<file path="src/rtl/x86pw_pkg.sv">
package x86pw_pkg;

    // item modes as they arrive on the input channel
    typedef enum logic [1:0] {
        MODE_STORE     = 2'd0,
        MODE_TRANSLATE = 2'd1,
        MODE_FAULT     = 2'd2,
        MODE_UNUSED    = 2'd3
    } mode_t;

    // result status codes
    typedef enum logic [2:0] {
        ST_PAGING_OFF  = 3'd0,
        ST_DIR_ABSENT  = 3'd1,
        ST_TBL_ABSENT  = 3'd2,
        ST_MAPPED_4M   = 3'd3,
        ST_MAPPED_4K   = 3'd4,
        ST_ERROR_CODE  = 3'd5
    } status_t;

    // work classes handed from front to back
    typedef enum logic [1:0] {
        OP_STORE     = 2'd0,
        OP_DIRECT    = 2'd1,
        OP_TRANSLATE = 2'd2,
        OP_FAULT     = 2'd3
    } op_t;

    // configuration register indexes
    localparam logic CFG_PAGING_ENABLE = 1'b0;
    localparam logic CFG_DIR_BASE      = 1'b1;

    // entry bit positions
    localparam int ENT_PRESENT_BIT = 0;
    localparam int ENT_RW_BIT      = 1;
    localparam int ENT_BIG_BIT     = 7;

    // error code bit positions
    localparam int EC_PRESENT_BIT = 0;
    localparam int EC_WRITE_BIT   = 1;
    localparam int EC_USER_BIT    = 2;
    localparam int EC_FETCH_BIT   = 4;

    // command queue between front and back
    localparam int QUEUE_DEPTH = 2;
    localparam int QPTR_W      = $clog2(QUEUE_DEPTH);
    localparam int QCNT_W      = $clog2(QUEUE_DEPTH + 1);

    typedef struct packed {
        op_t         op;
        logic [31:0] address;
        logic [31:0] data;
        status_t     status;
        logic [4:0]  code;
    } cmd_t;

endpackage

</file>
<file path="src/rtl/x86pw_front.sv">
module x86pw_front (
    input  logic               item_valid,
    output logic               item_ready,
    input  logic [1:0]         mode,
    input  logic [31:0]        address,
    input  logic [31:0]        data,
    input  logic               access_rejected,
    input  logic               fetch_at_address,
    input  logic               user_mode,
    input  logic               paging_enable,
    input  logic               q_full,
    output logic               q_push,
    output x86pw_pkg::cmd_t    q_cmd
);
    import x86pw_pkg::*;

    logic keep;
    logic [4:0] base_code;

    // error code without the write bit, which only a walk can settle
    always_comb
    begin
        base_code                 = '0;
        base_code[EC_FETCH_BIT]   = fetch_at_address;
        base_code[EC_USER_BIT]    = user_mode;
        base_code[EC_PRESENT_BIT] = access_rejected;
    end

    always_comb
    begin
        keep           = 1'b1;
        q_cmd.op       = OP_DIRECT;
        q_cmd.address  = address;
        q_cmd.data     = data;
        q_cmd.status   = ST_PAGING_OFF;
        q_cmd.code     = '0;
        unique case (mode_t'(mode))
            MODE_STORE:
            begin
                q_cmd.op = OP_STORE;
            end
            MODE_TRANSLATE:
            begin
                q_cmd.op = paging_enable ? OP_TRANSLATE : OP_DIRECT;
            end
            MODE_FAULT:
            begin
                q_cmd.op     = (access_rejected && !fetch_at_address) ? OP_FAULT : OP_DIRECT;
                q_cmd.status = ST_ERROR_CODE;
                q_cmd.code   = base_code;
            end
            MODE_UNUSED:
            begin
                keep = 1'b0;
            end
            default:
            begin
                keep = 1'b0;
            end
        endcase
    end

    assign item_ready = !q_full;
    assign q_push     = item_valid && item_ready && keep;

endmodule

</file>
<file path="config.mk">
export PLATFORM = sky130hd
export DESIGN_NAME = x86pw_front
export DESIGN_NICKNAME = d
export VERILOG_FILES = /design/src/rtl/x86pw_pkg.sv /design/src/rtl/x86pw_front.sv
export SDC_FILE = /design/constraint.sdc
export NUM_CORES = 1
export LEC_CHECK = 0
export BUFFER_PORTS_ARGS = -buffer_cell sky130_fd_sc_hd__buf_2
export CAP_MARGIN = 30
export CORE_MARGIN = 4
export CORE_UTILIZATION = 24
export DETAILED_ROUTE_END_ITERATION = 8
export PLACE_DENSITY = 0.95
export SYNTH_ARGS = -nofsm -noshare
export SYNTH_HDL_FRONTEND = slang
export SYNTH_SLANG_ARGS = --single-unit
</file>
<file path="constraint.sdc">
create_clock -name vclk -period 1
set_input_delay 0.2 -clock vclk [all_inputs]
set_output_delay 0.2 -clock vclk [all_outputs]
set_load 0.02 [all_outputs]
</file>
==> flow_metrics.tcl <==
set metrics [dict create \
    status "finished clean" \
    yosys-top-cells-count "68 x buf_4, 3 x and2_1, 2 x inv_1, 2 x nand2_1" \
    hold_start "data[2]" \
    routed_via_density 3.70 \
    num_rows 17 \
    critPathMaxFanout 6 \
    nNetsFinal 107 \
    p_leak_uw 0.000149 \
    maxCapViolations 0 \
    synthTopCellsByArea "buf_4 86%, and2_1 3.2%, nor2b_4 2.3%, o2bb2ai_1 1.5%, a21o_1 1.3%" \
    synth_compound_area_frac 0.0275 \
    dieHeight_um 57.6 \
    drt_wl_total_um 898 \
    yosys_warnings 0 \
    fin_crit_ns 0.950 \
    n_sequential_cell 0 \
    finalCoreUtilization 0.117 \
    synth_area_leader_cell "buf_4" \
    first_pass_iters 2 \
    ir_drop_mv 0.153 \
    synthSimpleGateAreaFrac 0.0890 \
    grt_max_degree 7 \
    antenna_found_initial 0 \
    die_area_um2 3320 \
    whs_endpoint "q_cmd[10]" \
    synthesis.area_um2 591 \
    synth.avg_cell_area_um2 7.29 \
    setup_viol 0 \
    place_inst 60 \
    die_x_um 57.6 \
    post_drt_wl_per_cell_um 14.7 \
    synth_top_family_by_area "buffers and inverters" \
    critPathKind "in2out" \
    gp_congestion 0.540 \
    max_freq_mhz 1050 \
    vias 226 \
    yosys.area_share.adder 0 \
    drive_above_1_share 0.697 \
    layout.cells.non_filler 61 \
    fin_hold_ws_ns 0.400 \
    fin_tns_setup_ns 0 \
    drc 0 \
    worstSetupEndpointType "primary output" \
    rsz0062_at_grt "no" \
    yosysMostFrequentCell "buf_4" \
    synthXorXnorAreaFrac 0 \
    power_uw 117 \
    holdPathStages 0 \
    antenna_cells 0 \
    hold_buffers 0 \
    cp.required_ns 0.80 \
    worstPathArrival_ns 0.75 \
    power-per-cell-area_nw_per_um2 439 \
    clkbuf_count 0 \
    period_share 0.950 \
    pin_count 148 \
    min_path_type "in2out" \
    start_util 0.259 \
    worstSetupStartpointType "input port" \
    synth_top_area_share 0.864 \
    antenna_left 0 \
    netlist_instances 81 \
    final_hold_viol_count 0 \
    gr-usage-all-layers 0.0403 \
    post_synth_num_cell_types 10 \
    ys_seq_area_frac 0 \
    area_delta_synth_final_pct -55.1 \
    grt_pass1_vias 204 \
    core_um2 2280 \
    ff_latch_area_um2 0 \
    grt_first_pass_wirelength_um 1060 \
    drtIter0Drc 2 \
    synth.mux.area_fraction 0 \
    io_buffers 17 \
    grt-ovfl-total 0 \
    finalMaxSlewViolations 0 \
]
==> metal layers <==
layer | share of wire | global-route usage
met1 | 0.22 | 0.0291
met2 | 0.32 | 0.0242
met3 | 0.27 | 0.0520
met4 | 0.19 | 0.0927
met5 | 0 | 0
==> final cells by class <==
| class | count | area [µm²] |
|---|---|---|
| Multi-Input combinational cell | 13 | 93.8 |
| Inverter | 2 | 7.51 |
| Timing Repair Buffer | 18 | 129 |
| Fill cell | 261 | 2010 |
| Tap cell | 28 | 35.0 |
==> timing repair <==
action                                  CTS  global route
resized for setup                         0            16
setup buffers                             0             1
endpoints found under the setup margin    0             4
==> stage by stage <==
stage,instance area (µm²),worst slack [ns]
floorplan,598,0.112
global placement,208,0.0287
detailed placement,208,0.0115
CTS,208,0.0110
global route,265,0.000920
finish,265,0.0503
==> where the power goes <==
part	total, µW	internal (µW)	leakage [µW]	switching, µW
logic	117	54.5	0.000149	62.1
registers	0	0	0	0
clock network	0	0	0	0
total	117	54.5	0.000149	62.1
==> worst max path at each step <==
stage | startpoint | endpoint | depth (start not counted)
2_1_floorplan | mode[1] | q_cmd[0] | 2
3_3_place_gp | mode[1] | q_cmd[0] | 4
3_5_place_dp | mode[1] | q_cmd[73] | 4
4_1_cts | mode[1] | q_cmd[73] | 4
5_1_grt | mode[1] | q_cmd[4] | 4
6_report | mode[1] | q_cmd[0] | 4
==> layout by cell type (no fill, tap or decap) <==
cell type | synthesis | final
inv_1 | 2 | 2
buf_2 | 0 | 10
o2bb2ai_2 | 0 | 1
conb_1 | 1 | 3
and3_1 | 1 | 1
and2_4 | 0 | 3
buf_4 | 68 | 3
nor2b_4 | 1 | 1
a21o_1 | 1 | 1
nand2_1 | 2 | 2
nor2b_1 | 1 | 1
buf_6 | 0 | 5
==> critical path, cell delays in order <==
cell and delay (ns):
buf_6 0.08, nor2b_4 0.20, and2_4 0.17, buf_6 0.11
==> logic make-up (layout without fill, tap and decap cells) <==
kind of cell,after synthesis,after routing
simple gates,8,8
compound gates,2,2
other cells,1,3
buf+inv,70,20
No activity file was read; power rests on OpenSTA's default activity.
