File: src/rtl/x86pw_pkg.sv
package x86pw_pkg;

    // item modes as they arrive on the input channel
    typedef enum logic [1:0] {
        MODE_STORE     = 2'd0,
        MODE_TRANSLATE = 2'd1,
        MODE_FAULT     = 2'd2,
        MODE_UNUSED    = 2'd3
    } mode_t;

    // result status codes
    typedef enum logic [2:0] {
        ST_PAGING_OFF  = 3'd0,
        ST_DIR_ABSENT  = 3'd1,
        ST_TBL_ABSENT  = 3'd2,
        ST_MAPPED_4M   = 3'd3,
        ST_MAPPED_4K   = 3'd4,
        ST_ERROR_CODE  = 3'd5
    } status_t;

    // work classes handed from front to back
    typedef enum logic [1:0] {
        OP_STORE     = 2'd0,
        OP_DIRECT    = 2'd1,
        OP_TRANSLATE = 2'd2,
        OP_FAULT     = 2'd3
    } op_t;

    // configuration register indexes
    localparam logic CFG_PAGING_ENABLE = 1'b0;
    localparam logic CFG_DIR_BASE      = 1'b1;

    // entry bit positions
    localparam int ENT_PRESENT_BIT = 0;
    localparam int ENT_RW_BIT      = 1;
    localparam int ENT_BIG_BIT     = 7;

    // error code bit positions
    localparam int EC_PRESENT_BIT = 0;
    localparam int EC_WRITE_BIT   = 1;
    localparam int EC_USER_BIT    = 2;
    localparam int EC_FETCH_BIT   = 4;

    // command queue between front and back
    localparam int QUEUE_DEPTH = 2;
    localparam int QPTR_W      = $clog2(QUEUE_DEPTH);
    localparam int QCNT_W      = $clog2(QUEUE_DEPTH + 1);

    typedef struct packed {
        op_t         op;
        logic [31:0] address;
        logic [31:0] data;
        status_t     status;
        logic [4:0]  code;
    } cmd_t;

endpackage

File: src/rtl/x86pw_queue.sv
module x86pw_queue (
    input  logic               clk,
    input  logic               rst_n,
    input  logic               push,
    input  x86pw_pkg::cmd_t    push_cmd,
    output logic               full,
    output logic               valid,
    output x86pw_pkg::cmd_t    head_cmd,
    input  logic               pop
);
    import x86pw_pkg::*;

    cmd_t              slot_reg [QUEUE_DEPTH];
    logic [QPTR_W-1:0] wr_ptr_reg;
    logic [QPTR_W-1:0] rd_ptr_reg;
    logic [QCNT_W-1:0] count_reg;
    logic [QCNT_W-1:0] count_next;

    assign full     = (count_reg == QCNT_W'(QUEUE_DEPTH));
    assign valid    = (count_reg != '0);
    assign head_cmd = slot_reg[rd_ptr_reg];

    always_comb
    begin
        count_next = count_reg;
        if (push && !pop)
        begin
            count_next = count_reg + 1'b1;
        end
        else if (pop && !push)
        begin
            count_next = count_reg - 1'b1;
        end
    end

    // depth is a power of two, pointers wrap on their own
    always_ff @(posedge clk or negedge rst_n)
    begin
        if (!rst_n)
        begin
            wr_ptr_reg <= '0;
            rd_ptr_reg <= '0;
            count_reg  <= '0;
        end
        else
        begin
            count_reg <= count_next;
            if (push)
            begin
                wr_ptr_reg <= wr_ptr_reg + 1'b1;
            end
            if (pop)
            begin
                rd_ptr_reg <= rd_ptr_reg + 1'b1;
            end
        end
    end

    always_ff @(posedge clk)
    begin
        if (push)
        begin
            slot_reg[wr_ptr_reg] <= push_cmd;
        end
    end

    a_no_overflow: assert property (@(posedge clk) disable iff (!rst_n)
        push |-> (!full || pop))
        else $error("queue push while full");

    a_no_underflow: assert property (@(posedge clk) disable iff (!rst_n)
        pop |-> valid)
        else $error("queue pop while empty");

    a_count_bound: assert property (@(posedge clk) disable iff (!rst_n)
        count_reg <= QCNT_W'(QUEUE_DEPTH))
        else $error("queue count out of range");

endmodule

File: config.mk
export PLATFORM = sky130hd
export DESIGN_NAME = x86pw_queue
export DESIGN_NICKNAME = d
export VERILOG_FILES = /design/src/rtl/x86pw_pkg.sv /design/src/rtl/x86pw_queue.sv
export SDC_FILE = /design/constraint.sdc
export NUM_CORES = 1
export LEC_CHECK = 0
export BUFFER_PORTS_ARGS = -buffer_cell sky130_fd_sc_hd__buf_2
export CELL_PAD_IN_SITES_DETAIL_PLACEMENT = 0
export CELL_PAD_IN_SITES_GLOBAL_PLACEMENT = 1
export CORE_ASPECT_RATIO = 0.6
export CORE_UTILIZATION = 40
export CTS_CLUSTER_DIAMETER = 30
export DETAILED_ROUTE_END_ITERATION = 6
export GPL_TIMING_DRIVEN = 0
export PLACE_DENSITY_LB_ADDON = 0.1
export SETUP_SLACK_MARGIN = 0.15
export SYNTH_ARGS = -nofsm -noshare
export SYNTH_HDL_FRONTEND = slang
export SYNTH_SLANG_ARGS = --single-unit
File: constraint.sdc
create_clock -name clk -period 3.9 [get_ports clk]
set_clock_uncertainty 0.05 [all_clocks]
set_input_delay 0.195 -clock clk [delete_from_list [all_inputs] [get_ports clk]]
set_output_delay 0.195 -clock clk [all_outputs]
set_load 0.005 [all_outputs]
==> impl_metrics.ini, run 1 <==
[outcome]
status = finished, final reports clean

[synthesis]
synthesis.nets = 325
netlist_area_sq_um = 5730
synth_cells = 246
ys_seq_area_share_pct = 79.3
yosys_warnings = 0
syn_area_per_cell_sq_um = 23.3
synth_cell_types = 14
synth-seq-cells = 152

[min_path]
min_path_type = in -> async

[clock_tree]
clkSinkCount = 152
numCtsBuffers = 17
post_cts_buffers = 0
cts_root_buf = clkbuf_16
cts.clk_slew.worst_paths_ns = 0.06
cts_resized = 0
clk-insertion-delay-late_ns = 0.40
postCtsHoldBufs = 77
cts_tree = built
cts_buffer_depth = 2
htree_levels = 4

[cells_and_area]
multi_input_area_sq_um = 1120
nets = 577
drive_gt1_share_pct = 53.0
final_cell_mix = buf_2 (155), edfxtp_1 (148), dlygate4sd3_1 (77), mux2_4 (50), mux2_2 (24)
largest_reg_flops = 148
num_antenna_cells = 0
ff_latch_area_sq_um = 4540
fillerInstances = 1088
layout_commonest_cell = buf_2
fin_util_pct = 59.6
syn_to_final_growth_pct = 43.7

[detailed_routing]
firstDrtPassIters = 4
initialDrtViolationCount = 160
detail-route-antenna-nets = 0
vias_per_cell = 4.42
wire_per_inst_microns = 15.1
drc_errors = 0
vias = 3100
finalWirelength_mm = 10.6

[critical_path]
path_max_fanout = 10
worstSetupPathType = reg -> out
cpPeakStageDelay_ns = 0.37
crit_chain = buf_6 -> buf_6 -> mux2_4 -> buf_2
cp.arrival_ns = 1.62
start_kind = flip-flop
worstSetupEndpointType = output port
path_common_cell = buf_6
cpMaxStageDelayCell = dfrtp_1
critPathRequiredTime_ns = 3.65
crit_family = buffers and inverters
critical_path_buf_inv_count = 3

[sta]
finalHoldViolCount = 0
maxSlewViolCount = 0
fin_crit_sh_pct = 47.8
rsz0062_at_grt = no
fmaxAchievable_ghz = 0.536
whs_ns = 0.105
slew_headroom_pct = 57.0
worstMarginPinSlew_ns = 0.644
fin_crit_ns = 1.86
setup_violations = 0

[place]
hpwl_mm = 6.40
port_buffers = 153
gp_congestion = 0.695

[die]
core_sq_um = 13800
boundaryPins = 154
die_w_microns = 157
die_h_microns = 94.7
initial_core_util_pct = 41.4
die_area_sq_um = 14800
fp-row-count = 33

[global_routing]
grt_pass1_vias = 3096
grt_pass1_wl_mm = 15.8
antenna_found_initial = 0
grt_util_all_layers_pct = 14.7
grt_max_degree = 48
gr-total-overflow = 0

[power]
p_leak_uw = 0.00331
totalPowerFinal_uw = 5670
max-vdd-ir-drop_mv = 0.374
power.density_nw_per_um2 = 689

[flow_run]
cap_violations = 0
## per-layer routing
layer	share of wire (%)	track usage (%)	vias up
li1	-	-	1472
met1	46	18.9	1509
met2	45	22.6	108
met3	7.3	5.74	11
met4	1.3	5.88	0
met5	0	0	-
## cells in the mapped netlist
| master | count | area, sq um |
|---|---|---|
| or2_2 | 1 | 6.26 |
| mux2_4 | 50 | 751 |
| xnor2_1 | 1 | 8.76 |
| buf_6 | 6 | 67.6 |
| xor2_1 | 4 | 35.0 |
| edfxtp_1 | 148 | 4440 |
| inv_1 | 1 | 3.75 |
| buf_2 | 2 | 10.0 |
| dfrtp_1 | 4 | 100 |
| nor2b_1 | 2 | 12.5 |
| ha_1 | 1 | 12.5 |
| and2_1 | 1 | 6.26 |
| mux2_2 | 24 | 270 |
| nor2_1 | 1 | 3.75 |
## through the flow
step                TNS (ns)  setup WS (ns)  cells  area, sq um
floorplan                  0           1.09    246         5730
global placement       -8.69         -0.123    591         6740
detailed placement         0           2.26    594         6820
CTS                        0           2.00    701         8240
global route               0           1.95    701         8240
finish                     0           2.04    701         8240
## cells by family (layout without fill, tap and decap cells)
group	Yosys count	in the layout	share of synthesized area [%]
adders and majority gates	1	1	0.218
buffers and inverters	9	272	1.42
muxes	74	74	17.8
DFF	152	152	79.3
xor gates and xnor gates	5	5	0.764
and+or+nand+nor	5	5	0.502
## final cells by class
class                      count  area share [%]
buffer                         8           0.942
timing repair buffer         233            19.5
tap                          192            2.92
clock inverter                12            2.72
clock buffer                  18            5.21
sequential                   152            55.2
multi-input combinational     85            13.5
inverter                       1          0.0456
## where the power goes
part	switching, uW	internal, uW
Clock	633	1200
Combinational	698	896
Sequential	83.1	2170
## final timing paths
path	start	slack, ns	endpoint	depth (start not counted)
setup reg to reg	wr_ptr_reg$_DFFE_PN0P_	2.27	slot_reg[0][40]$_DFFE_PP_	2
min in group clk	count_reg[1]$_DFFE_PN0P_	0.44	count_reg[1]$_DFFE_PN0P_	1
hold reg to reg	count_reg[1]$_DFFE_PN0P_	0.44	count_reg[1]$_DFFE_PN0P_	1
max in group asynchronous	rst_n	3.57	wr_ptr_reg$_DFFE_PN0P_	2
setup / recovery	rd_ptr_reg$_DFFE_PN0P_	2.04	head_cmd[6]	4
hold / removal	rst_n	0.10	count_reg[1]$_DFFE_PN0P_	2
Note: power is estimated with default switching activity, not from simulation.
==> run 2: changes to the inputs <==
--- a/config.mk
+++ b/config.mk
@@ -9,7 +9,7 @@
 export CELL_PAD_IN_SITES_DETAIL_PLACEMENT = 0
 export CELL_PAD_IN_SITES_GLOBAL_PLACEMENT = 1
 export CORE_ASPECT_RATIO = 0.6
-export CORE_UTILIZATION = 40
+export CORE_UTILIZATION = 44
 export CTS_CLUSTER_DIAMETER = 30
 export DETAILED_ROUTE_END_ITERATION = 6
 export GPL_TIMING_DRIVEN = 0
==> constraint.sdc (replaced) <==
create_clock -name clk -period 1.9 [get_ports clk]
set_clock_uncertainty 0.05 [all_clocks]
set_input_delay 0.095 -clock clk [delete_from_list [all_inputs] [get_ports clk]]
set_output_delay 0.095 -clock clk [all_outputs]
set_load 0.005 [all_outputs]
==> run 2 against run 1 <==
Effect of this change:
- sequential power rose by 110%
- final area down 0.36%
- count of clock-buffer cells in the layout is 1 lower
- sequential share of layout area grew 0.20 points
- first-iteration DRC count decreased by 15%
- combinational power rose by 120%
- critical path type unchanged
- highest routed layer unchanged
==> impl_metrics.ini, run 2 (synthesized netlist as in run 1, its figures left out) <==
[outcome]
status = finished, final reports clean

[global_routing]
grt_max_degree = 44
gr-total-overflow = 0
grt_util_all_layers_pct = 16.1
grt_pass1_wl_mm = 16.1
grt_pass1_vias = 3270
antenna_found_initial = 0

[place]
gp_congestion = 0.704
port_buffers = 153
hpwl_mm = 6.38
placed_cells = 567
placed_cell_area_sq_um = 6780

[min_path]
min_path_type = in -> reg
min_path_cells = 2
hp-start = push_cmd[7]
hold_end = slot_reg[1][7]$_DFFE_PP_

[sta]
fin_crit_sh_pct = 91.1
finalHoldViolCount = 0
fin_crit_ns = 1.73
setup_violations = 0
rsz0062_at_grt = yes
fin_tns_setup_ns = 0
worstMarginPinSlew_ns = 0.625
slew_headroom_pct = 58.2
whs_ns = 0.351
fmaxAchievable_ghz = 0.578
maxSlewViolCount = 0

[clock_tree]
cts_tree = built
cts_buffer_depth = 2
numCtsBuffers = 17
clk-insertion-delay-late_ns = 0.40
cts.clk_slew.worst_paths_ns = 0.06
cts_root_buf = clkbuf_16
htree_levels = 4
clkSinkCount = 152

[detailed_routing]
initialDrtViolationCount = 136
firstDrtPassIters = 4
drc_errors = 0
vias_per_cell = 4.53
detail-route-antenna-nets = 0
finalWirelength_mm = 10.6
vias = 3084
wire_per_inst_microns = 15.5

[cells_and_area]
final_cell_mix = buf_2 (153), edfxtp_1 (148), dlygate4sd3_1 (78), mux2_4 (50), mux2_2 (24)
fillerInstances = 870
nets = 582
syn_to_final_growth_pct = 43.2
drive_gt1_share_pct = 53.7
final_cells = 681
largest_reg_flops = 148
layout_commonest_cell = buf_2
num_antenna_cells = 0
design_area_sq_um = 8210

[critical_path]
rrSetupSlack_ns = 0.31
ff2ff_path_depth = 2
rr_endpoint = slot_reg[1][59]$_DFFE_PP_
worstSetupPathType = reg -> out
worstSetupEndpointType = output port
cp.arrival_ns = 1.59
start_kind = flip-flop
path_max_fanout = 10
critPathRequiredTime_ns = 1.75
r2r_start = wr_ptr_reg$_DFFE_PN0P_

[die]
core_sq_um = 12400
fp-row-count = 31
die_w_microns = 149
initial_core_util_pct = 46.3
die_h_microns = 90.4
die_area_sq_um = 13500
boundaryPins = 154

[power]
max-vdd-ir-drop_mv = 0.710
power.density_nw_per_um2 = 1370
p_leak_uw = 0.00330

[flow_run]
cap_violations = 0
[run 2: changes by cell type in the layout (fill, tap and decap cells not counted), sizes merged]
cell	delta
dlygate4sd3	+1
nor2b	+1
clkinvlp	+3
bufinv	-5
inv	+4
clkinv	+1
and2	+1
clkbuf	+1
[run 2: worst max path at each step]
stage | startpoint | endpoint | slack (ns) | cells after the start
finish | rd_ptr_reg$_DFFE_PN0P_ | head_cmd[36] | 0.17 | 4
global route | rd_ptr_reg$_DFFE_PN0P_ | head_cmd[35] | 0.10 | 4
CTS | rd_ptr_reg$_DFFE_PN0P_ | head_cmd[9] | 0.12 | 4
detailed placement | wr_ptr_reg$_DFFE_PN0P_ | slot_reg[0][42]$_DFFE_PP_ | 0.13 | 2
global placement | wr_ptr_reg$_DFFE_PN0P_ | slot_reg[0][56]$_DFFE_PP_ | -0.75 | 1
floorplan | wr_ptr_reg$_DFFE_PN0P_ | slot_reg[0][0]$_DFFE_PP_ | -0.09 | 1
[run 2: layout make-up]
| cell class | count | area [sq um] | area share (%) |
|---|---|---|---|
| clock buffers | 17 | 425 | 5.18 |
| flip-flops and latches | 152 | 4540 | 55.4 |
| multi-input cells | 87 | 1130 | 13.8 |
| well taps | 165 | 206 | 2.51 |
| inverters | 1 | 3.75 | 0.0457 |
| repair buffers | 236 | 1630 | 19.8 |
| clock inverters | 15 | 143 | 1.74 |
| plain buffers | 8 | 125 | 1.52 |
[run 2: power breakdown]
group          total, uW  switching, uW  internal (uW)
combinational       3430           1450           1980
sequential          4640            190           4450
clock               3190           1360           1830
total              11300           3000           8260
[run 2: repair_timing]
action	in CTS	in global routing
hold endpoints to repair	154	0
hold buffers	78	0
setup endpoints to repair	82	112
resized for setup	7	5
pin swaps	0	1
setup buffers	0	2
gates cloned	1	1
[run 2: metal layers]
| metal | GRT usage [%] | vias to the layer above | wire [microns] | part of all wire (%) |
|---|---|---|---|---|
| li1 | - | 1494 | - | - |
| met1 | 19.9 | 1489 | 4810 | 45 |
| met2 | 26.4 | 94 | 5040 | 48 |
| met3 | 5.66 | 7 | 663 | 6.3 |
| met4 | 5.10 | 0 | 75 | 0.71 |
| met5 | 0 | - | 0 | 0 |
[run 2: through the flow]
| step | setup WS [ns] | power (uW) | util, % |
|---|---|---|---|
| after floorplan | -0.0950 | 6670 | - |
| after global placement | -0.750 | 7790 | 54.3 |
| after detailed placement | 0.135 | 7890 | 54.8 |
| after CTS | 0.117 | 11300 | 66.0 |
| after global routing | 0.105 | 11800 | 66.3 |
| final | 0.169 | 11300 | 66.3 |
[run 2: worst max-delay path, stage by stage (launching register included)]
cell     delay (ns)
dfrtp_1        0.40
buf_12         0.17
buf_8          0.17
mux2_4         0.31
buf_2          0.13
==> run 3: changes to the inputs <==
==> constraint.sdc (replaced) <==
create_clock -name clk -period 1.9 [get_ports clk]
set_clock_uncertainty 0.05 [all_clocks]
set_input_delay 0.57 -clock clk [delete_from_list [all_inputs] [get_ports clk]]
set_output_delay 0.57 -clock clk [all_outputs]
set_load 0.005 [all_outputs]
==> run 3 against run 2 <==
Effect of this change:
- the run now ends with negative setup slack left
- critical path depth unchanged
- maximum frequency decreased by 21%
- sequential cell count unchanged
- hold slack got worse by 0.053 ns
- routed wire length decreased by 4.1%
- sequential share of layout area increased by 2.6 points
- count of clock-buffer cells in the layout unchanged
- setup slack got worse by 0.46 ns
- power increased by 6.0%
- die area unchanged
==> impl_metrics.ini, run 3 (synthesized netlist as in run 1, its figures left out) <==
[critical_path]
start_kind = flip-flop
cpPeakStageDelay_ns = 0.40
worstSetupPathType = reg -> out
cpMaxStageDelayCell = dfrtp_1
cp-endpoint = head_cmd[15]
crit_chain = buf_12 -> buf_12 -> mux2_4 -> buf_6
r2r_start = wr_ptr_reg$_DFFE_PN0P_
crit_family = buffers and inverters
critical_path_buf_inv_count = 3
startpoint = rd_ptr_reg$_DFFE_PN0P_
rrSetupSlack_ns = 0.30
critPathRequiredTime_ns = 1.28
ff2ff_path_depth = 2
path_max_fanout = 10
cp.arrival_ns = 1.58
path_common_cell = buf_12
path_depth = 4
worstSetupEndpointType = output port
rr_endpoint = slot_reg[1][59]$_DFFE_PP_

[cells_and_area]
fin_util_pct = 63.3
drive_gt1_share_pct = 63.5
largest_reg_flops = 148
syn_to_final_growth_pct = 36.7
nets = 510
num_antenna_cells = 0
layout_commonest_cell = edfxtp_1
final_cell_mix = edfxtp_1 (148), buf_2 (102), buf_6 (52), mux2_4 (50), mux2_2 (24)
fillerInstances = 879

[global_routing]
grt_pass1_wl_mm = 15.6
antenna_found_initial = 1
grt_pass1_vias = 3025
grt_util_all_layers_pct = 15.6
gr-total-overflow = 0
grt_max_degree = 44

[outcome]
status = finished, violations left
violations = negative setup slack

[clock_tree]
numCtsBuffers = 17
cts_tree = built
cts.clk_slew.worst_paths_ns = 0.06
clkSinkCount = 152
htree_levels = 4
cts_buffer_depth = 2
cts_root_buf = clkbuf_16
clk-insertion-delay-late_ns = 0.40

[detailed_routing]
vias = 2859
firstDrtPassIters = 4
wl_met3_microns = 794
drc_errors = 0
wire_per_inst_microns = 16.7
top_layer_used = met5
drt-met1-wl_mm = 4.42
detail-route-antenna-nets = 0
initialDrtViolationCount = 101
finalWirelength_mm = 10.1
met2WireLength_mm = 4.84
vias_per_cell = 4.69

[die]
boundaryPins = 154
die_area_sq_um = 13500
core_sq_um = 12400
die_h_microns = 90.4
initial_core_util_pct = 46.3
fp-row-count = 31
die_w_microns = 149

[min_path]
hp-start = push_cmd[62]
min_path_type = in -> reg

[sta]
finalHoldViolCount = 0
fin_crit_sh_pct = 116
rsz0062_at_grt = yes
setup_slack_ns = -0.295
fin_crit_ns = 2.20
worstMarginPinSlew_ns = 0.635
fmaxAchievable_ghz = 0.456
maxSlewViolCount = 0
setup_violations = 74
slew_headroom_pct = 57.5
fin_tns_setup_ns = -19.74

[place]
gp_congestion = 0.704
hpwl_mm = 6.38
port_buffers = 153
dp_slack_ns = -0.184

[flow_run]
cap_violations = 0

[power]
max-vdd-ir-drop_mv = 0.730
power.density_nw_per_um2 = 1520
p_leak_uw = 0.00312
run 3: changes by cell type in the layout (fill, tap and decap cells not counted):
cell           change
buf_2             -51
buf_12             +4
or2_4              +1
or2_2              -1
clkbuf_4           -2
buf_4              +4
buf_8              -2
dlygate4sd3_1     -77
buf_6             +52
run 3: metal layers:
| metal | GRT usage [%] | vias to the layer above |
|---|---|---|
| met4 | 5.10 | 2 |
| met1 | 19.7 | 1403 |
| li1 | - | 1355 |
| met3 | 6.62 | 8 |
| met5 | 0 | - |
| met2 | 24.3 | 91 |
run 3: timing repair:
item / in CTS / in global routing
hold buffers: 1 / 0
cloned: 1 / 1
endpoints found under the hold margin: 4 / 0
setup endpoints to repair: 105 / 119
setup buffers: 4 / 3
gates resized for setup: 62 / 11
pin swaps: 0 / 2
run 3: layout make-up:
| class | count | area, sq um | share of cell area (%) |
|---|---|---|---|
| repair buffers | 164 | 1220 | 15.6 |
| inverters | 1 | 3.75 | 0.0479 |
| clock buffers | 17 | 425 | 5.43 |
| multi-input cells | 87 | 1130 | 14.5 |
| flip-flops and latches | 152 | 4540 | 58.0 |
| well taps | 165 | 206 | 2.63 |
| clock inverters | 15 | 143 | 1.82 |
| plain buffers | 8 | 160 | 2.04 |
run 3: worst min-delay path by stage:
| stage | slack, ns | to | cells past startpoint |
|---|---|---|---|
| floorplan | 0.22 | count_reg[0]$_DFFE_PN0P_ | 0 |
| global placement | 0.33 | count_reg[1]$_DFFE_PN0P_ | 1 |
| detailed placement | 0.33 | count_reg[1]$_DFFE_PN0P_ | 1 |
| CTS | 0.28 | slot_reg[0][7]$_DFFE_PP_ | 1 |
| global route | 0.28 | slot_reg[1][41]$_DFFE_PP_ | 1 |
| finish | 0.30 | slot_reg[0][62]$_DFFE_PP_ | 1 |
run 3: through the flow:
step / instances / hold WS [ns] / total power [uW] / area [sq um]
finish: 609 / 0.298 / 11900 / 7840
global route: 609 / 0.276 / 12500 / 7840
CTS: 605 / 0.277 / 11900 / 7740
detailed placement: 567 / 0.332 / 7890 / 6780
global placement: 564 / 0.332 / 7790 / 6710
floorplan: 246 / 0.224 / 6670 / 5740
run 3: where the power goes:
group	total, uW	switching [uW]	internal [uW]
Clock	3180	1350	1830
Sequential	4630	185	4450
Combinational	4120	1570	2550
run 3: worst reg2reg max path, cell delays in order, from the launching register on:
cell and delay [ns]:
dfrtp_1 0.54, and2_4 0.39, buf_16 0.29
